--- src/rtl/hso_pkg.sv ---
// Shared types, constants and tables for the horizon sweep occlusion block.
// No dependencies; every other file of the block imports this package.
`timescale 1ns / 1ps
`default_nettype none
package hso_pkg;

   localparam int MaxPath     = 1024;
   localparam int PathBits    = 10;
   localparam int GridBits    = 10;
   localparam int CordicSteps = 16;

   // Q.24 unit for the CORDIC vector and the clamp limit of the angle.
   localparam logic signed [27:0] CordicOne   = 28'sd16777216;
   localparam logic signed [21:0] QuarterHalf = 22'sd524288;
   localparam logic signed [17:0] OneQ16      = 18'sd65536;
   localparam logic [30:0]        CompLimit   = 31'h7FFF_FFFF;

   typedef struct packed {
      logic              sweep_start;
      logic signed [11:0] col;
      logic signed [11:0] row;
      logic signed [23:0] height;
   } req_type;

   typedef struct packed {
      logic [12:0] occlusion_part;
      logic [9:0]  out_col;
      logic [9:0]  out_row;
   } rsp_type;

   typedef struct packed {
      logic signed [11:0] col;
      logic signed [11:0] row;
      logic signed [23:0] height;
   } point_type;

   typedef enum logic [2:0] {
      ST_IDLE, ST_FETCH, ST_LAUNCH, ST_CALC, ST_CORDIC, ST_PUSH
   } ctrl_state_type;

   typedef enum logic [3:0] {
      SL_IDLE, SL_MX, SL_MY, SL_SQX, SL_SQY, SL_SQZ, SL_SUM,
      SL_ROOT, SL_DINIT, SL_DIV, SL_DONE
   } slope_state_type;

   // Arctangent table, angle unit pi/2 = 2^20.
   function automatic logic [19:0] cordic_angle(input logic [3:0] idx);
      logic [19:0] a;
      case (idx)
         4'd0:    a = 20'd524288;
         4'd1:    a = 20'd309505;
         4'd2:    a = 20'd163534;
         4'd3:    a = 20'd83012;
         4'd4:    a = 20'd41667;
         4'd5:    a = 20'd20854;
         4'd6:    a = 20'd10430;
         4'd7:    a = 20'd5215;
         4'd8:    a = 20'd2608;
         4'd9:    a = 20'd1304;
         4'd10:   a = 20'd652;
         4'd11:   a = 20'd326;
         4'd12:   a = 20'd163;
         4'd13:   a = 20'd81;
         4'd14:   a = 20'd41;
         4'd15:   a = 20'd20;
         default: a = 20'd0;
      endcase
      return a;
   endfunction

endpackage
`default_nettype wire

--- src/rtl/hso_slope.sv ---
// Iterative 3D slope unit: distance by shared multiplier, bit-serial square
// root and restoring division. Depends on hso_pkg.
`timescale 1ns / 1ps
`default_nettype none
module hso_slope import hso_pkg::*; (
   input  wire logic              clock,
   input  wire logic              reset,
   input  wire logic              start,
   input  wire logic [23:0]       cell_size,
   input  wire point_type         pt_a,
   input  wire point_type         pt_b,
   output logic                   done,
   output logic signed [17:0]     slope
);

   slope_state_type state_ff, state_in;

   logic [11:0]        dc_ff, dr_ff;
   logic signed [24:0] dz_ff;
   logic [23:0]        cs_ff;
   logic [63:0]        prod_ff, acc_ff, root_ff;
   logic [30:0]        mx_ff, my_ff;
   logic [4:0]         cnt_ff;
   logic [31:0]        drem_ff;
   logic [16:0]        q_ff;

   logic signed [12:0] dcol, drow;
   logic signed [24:0] dz;
   logic [24:0]        mz;
   logic [31:0]        op_a, op_b;
   logic [30:0]        prod_sat;
   logic [63:0]        bitv, trial;
   logic [40:0]        num;
   logic [32:0]        dtrial;
   logic [31:0]        len;

   // Differences between the two points at launch.
   always_comb begin
      dcol = {pt_a.col[11], pt_a.col} - {pt_b.col[11], pt_b.col};
      drow = {pt_a.row[11], pt_a.row} - {pt_b.row[11], pt_b.row};
      dz   = {pt_a.height[23], pt_a.height} - {pt_b.height[23], pt_b.height};
   end

   // Working values derived from the latched differences.
   always_comb begin
      mz       = dz_ff[24] ? 25'(-dz_ff) : 25'(dz_ff);
      num      = {mz[24:0], 16'd0};
      prod_sat = (prod_ff > {33'd0, CompLimit}) ? CompLimit : prod_ff[30:0];
      bitv     = 64'd1 << {cnt_ff, 1'b0};
      trial    = root_ff + bitv;
      len      = root_ff[31:0];
      dtrial   = {drem_ff, num[cnt_ff]};
   end

   // Next state.
   always_comb begin
      state_in = state_ff;
      case (state_ff)
         SL_IDLE:  if (start) state_in = SL_MX;
         SL_MX:    state_in = SL_MY;
         SL_MY:    state_in = SL_SQX;
         SL_SQX:   state_in = SL_SQY;
         SL_SQY:   state_in = SL_SQZ;
         SL_SQZ:   state_in = SL_SUM;
         SL_SUM:   state_in = SL_ROOT;
         SL_ROOT:  if (cnt_ff == 5'd0) state_in = SL_DINIT;
         SL_DINIT: state_in = SL_DIV;
         SL_DIV:   if (cnt_ff == 5'd0) state_in = SL_DONE;
         SL_DONE:  state_in = SL_IDLE;
         default:  state_in = SL_IDLE;
      endcase
   end

   // Multiplier operand selection and outputs.
   always_comb begin
      op_a = 32'd0;
      op_b = 32'd0;
      done = 1'b0;
      case (state_ff)
         SL_MX:   begin op_a = {20'd0, dc_ff}; op_b = {8'd0, cs_ff}; end
         SL_MY:   begin op_a = {20'd0, dr_ff}; op_b = {8'd0, cs_ff}; end
         SL_SQX:  begin op_a = {1'b0, mx_ff};  op_b = {1'b0, mx_ff}; end
         SL_SQY:  begin op_a = {1'b0, my_ff};  op_b = {1'b0, my_ff}; end
         SL_SQZ:  begin op_a = {7'd0, mz};     op_b = {7'd0, mz}; end
         SL_DONE: done = 1'b1;
         default: ;
      endcase
      if (len == 32'd0)
         slope = 18'sd0;
      else if (dz_ff > 25'sd0)
         slope = -$signed({1'b0, q_ff});
      else
         slope = $signed({1'b0, q_ff});
   end

   always_ff @(posedge clock) begin
      if (reset) begin
         state_ff <= SL_IDLE;
      end else begin
         state_ff <= state_in;
      end
   end

   // Datapath registers.
   always_ff @(posedge clock) begin
      prod_ff <= op_a * op_b;
      case (state_ff)
         SL_IDLE: begin
            dc_ff <= dcol[12] ? 12'(-dcol) : 12'(dcol);
            dr_ff <= drow[12] ? 12'(-drow) : 12'(drow);
            dz_ff <= dz;
            cs_ff <= cell_size;
         end
         SL_MY:  mx_ff  <= prod_sat;
         SL_SQX: my_ff  <= prod_sat;
         SL_SQY: acc_ff <= prod_ff;
         SL_SQZ: acc_ff <= acc_ff + prod_ff;
         SL_SUM: begin
            acc_ff  <= acc_ff + prod_ff;
            root_ff <= 64'd0;
            cnt_ff  <= 5'd31;
         end
         SL_ROOT: begin
            if (acc_ff >= trial) begin
               acc_ff  <= acc_ff - trial;
               root_ff <= (root_ff >> 1) + bitv;
            end else begin
               root_ff <= root_ff >> 1;
            end
            cnt_ff <= cnt_ff - 5'd1;
         end
         SL_DINIT: begin
            drem_ff <= {8'd0, num[40:17]};
            q_ff    <= 17'd0;
            cnt_ff  <= 5'd16;
         end
         SL_DIV: begin
            if (dtrial >= {1'b0, len}) begin
               drem_ff <= 32'(dtrial - {1'b0, len});
               q_ff    <= {q_ff[15:0], 1'b1};
            end else begin
               drem_ff <= dtrial[31:0];
               q_ff    <= {q_ff[15:0], 1'b0};
            end
            cnt_ff <= cnt_ff - 5'd1;
         end
         default: ;
      endcase
   end

endmodule
`default_nettype wire

--- config.mk ---
export PLATFORM = sky130hd
export DESIGN_NAME = hso_slope
export DESIGN_NICKNAME = d
export VERILOG_FILES = /design/src/rtl/hso_pkg.sv /design/src/rtl/hso_slope.sv
export SDC_FILE = /design/constraint.sdc
export NUM_CORES = 2
export LEC_CHECK = 0
export ABC_AREA = 1
export BUFFER_PORTS_ARGS = -buffer_cell sky130_fd_sc_hd__buf_2
export CORE_AREA = 5 5 351 353
export DETAILED_ROUTE_END_ITERATION = 7
export DIE_AREA = 0 0 356 358
export PLACE_DENSITY = 0.87
export SETUP_SLACK_MARGIN = 0.02
export SYNTH_ARGS = -nofsm -noshare
export SYNTH_HDL_FRONTEND = slang
export SYNTH_SLANG_ARGS = --single-unit
export TNS_END_PERCENT = 10
--- constraint.sdc ---
create_clock -name clock -period 13.8 [get_ports clock]
set_input_delay 2.07 -clock clock [delete_from_list [all_inputs] [get_ports clock]]
set_output_delay 2.07 -clock clock [all_outputs]
set_load 0.05 [all_outputs]
==> results.ini <==
[floorplanning]
core_area_um2=119000
start_util=0.596
fp.dieH_um=358
die_w_um=356
pin_count=142
dieArea_um2=127000
core.rowCount=127

[placed_design]
place_congestion=1.04
io_buffers=141
dp.cells=11726
dpl.hpwl_um=228000

[clocking]
clk_latency_ns=0.70
h-tree-depth=2
cts-resized-gates=0
cts_buffer_depth=3
clk_root_buffer_cell=clkbuf_16
hold_buffers=0
cts_sinks=385
cts_tree=built
numCtsBuffers=51
clkTransAtPathRegs_ns=0.06
cts_setup_buffers=0

[run_status]
status=finished, violations left
violations=design-rule violations

[synth]
synth_area_per_cell_um2=7.02
yosys_warnings=0
synthCells=10145
syn_nets=11660
synth_mux_area_frac=0
synth_area_um2=71200
ys.flop_type=edfxtp_1
ys_types=66
synth-edff-count=317
synth_compound_area_frac=0.0913
synth_top_family_by_area=adder cells
ys_async_sr_fraction=0
synth_simple_gate_area_share=0.259
seq_area_frac_synth=0.153
synth-adder-area-share=0.334
ys_seq_elements=385
synth_xor_area_frac=0.0284

[timing]
post-route-min-period_ns=10.35
rsz0062_at_grt=no
clock_skew_ns=0.0569
finalMaxSlewViolations=0
timing.final.crit_share=0.750
fmaxAchievable_mhz=96.6
hold_viol=0
setup_tns_ns=0
worstMarginPinSlew_ns=1.42
relSlewSlack=0.0465
finalSetupViolCount=0

[final_layout]
drive_gt1_frac=0.0426
mostFrequentLayoutCells=2578 x nand2_1, 2194 x inv_1, 978 x nor2_1, 845 x fa_1, 547 x ha_1
area_growth_pct=5.39
final_nets=11682
mostFrequentLayoutCell=nand2_1
post_layout_nonfiller_instances=11829

[detailed_routing]
ant_nets=0
first_pass_iters=8
route.detailed.drc=2
via_per_inst=5.94
vias=70221
drt_iter0_markers=7638
wirelength_um=278000
post_drt_wl_per_cell_um=23.5

[critical_path]
cp-start-kind=flip-flop
max_stage_delay_ns=1.00
crit_buf_inv=3
path_max_fanout=31
cp-end-kind=flip-flop
arrival_ns=10.90
worstPathRequired_ns=14.35
cpMostUsedCell=fa_1
critPathSlowestCell=edfxtp_1
critical-path-top-delay-family=adder cells
crit_type=reg2reg

[global_routing]
grt-ovfl-total=0
grt_pass1_wl_um=418000
grt_pass1_vias=71589
grt_start_max_net_pins=75
antenna_found_initial=12
grt_usage=0.432

[pwr]
powerDensity_nw_per_um2=169
power.leakage_nw=40.3
peakVddDrop_mv=0.218

[flow_run]
cap_violations=0

[min_path]
hold_path.class=reg2reg

==> worst paths after layout <==
kind | from | end | slack, ns | cells past startpoint
setup / recovery | dz_ff[24] | prod_ff[36] | 3.45 | 25
hold reg to reg | state_ff[3] | state_ff[3] | 0.56 | 2
hold / removal | state_ff[3] | state_ff[3] | 0.56 | 2
setup reg to reg | dz_ff[24] | prod_ff[36] | 3.45 | 25
==> per-stage QoR <==
stage | hold WS [ns] | area [um^2] | setup slack, ns | power [mW] | utilization
6_report | 0.560 | 75100 | 3.45 | 12.7 | 0.628
2_1_floorplan | 0.486 | 71200 | 6.36 | 7.97 | -
3_5_place_dp | 0.531 | 73300 | 3.98 | 10.9 | 0.613
3_3_place_gp | 0.552 | 73300 | 4.08 | 10.7 | 0.613
4_1_cts | 0.545 | 75100 | 3.84 | 12.4 | 0.628
5_1_grt | 0.589 | 75100 | 3.24 | 13.5 | 0.628
==> per-layer routing <==
layer  global-route usage  vias to the layer above  wire (um)
met5                    0                        -         41
met4                0.310                        6      25400
met3                0.113                     1375      31800
met2                0.698                     4637     123000
met1                0.503                    32735      96900
li1                     -                    31468          -
==> synthesized netlist by cell type, drive strengths merged (17+ instances only) <==
library cell	count	area share
nand4	133	0.012
xnor2	81	0.010
dfxtp	68	0.019
a21o	25	0.0026
a21oi	524	0.037
nand3	517	0.037
a21boi	19	0.0021
o21a	17	0.0018
o21bai	53	0.0056
o21ai	456	0.032
ha	547	0.096
a31oi	20	0.0018
inv	2251	0.12
fa	845	0.24
nand2	2596	0.14
nand3b	35	0.0037
or2	38	0.0033
edfxtp	317	0.13
nor4	39	0.0035
xor2	150	0.018
buf	157	0.012
nor3	93	0.0066
nor2	1000	0.054
clkbuf	66	0.0035
==> area by class of cell <==
class / instances / area, um^2
tap: 1612 / 2020
fill: 10842 / 44400
sequential: 385 / 10900
inverter: 2255 / 8470
clock buffer: 59 / 1390
clock inverter: 35 / 369
antenna: 9 / 22.5
timing repair buffer: 192 / 1090
multi-input combinational: 7282 / 50800
==> cells by family after synthesis <==
group	after synthesis
compound gates	1182
xor+xnor	231
fa+ha+maj	1392
buf+inv	2478
flops	385
simple gates	4477
==> tightest hold or removal path: cells and delay by family (launching register included) <==
| family | cells | cell delay (ns) |
|---|---|---|
| AOI/OAI and AO/OA | 1 | 0.08 |
| DFF | 1 | 0.34 |
| buffers and inverters | 1 | 0.09 |
==> registers in the layout (all words and copies together), names as in the netlist, 24 cells and up <==
register  flops
acc_ff       64
my_ff        31
cs_ff        24
mx_ff        31
root_ff      64
dz_ff        25
prod_ff      64
drem_ff      32
==> where the power goes <==
part	internal (mW)	switching (mW)	leakage [nW]	total, mW
Clock	0.804	0.627	0.845	1.43
Combinational	2.81	6.38	36.0	9.18
Sequential	1.76	0.341	3.39	2.10
No activity file was read; power rests on OpenSTA's default activity.
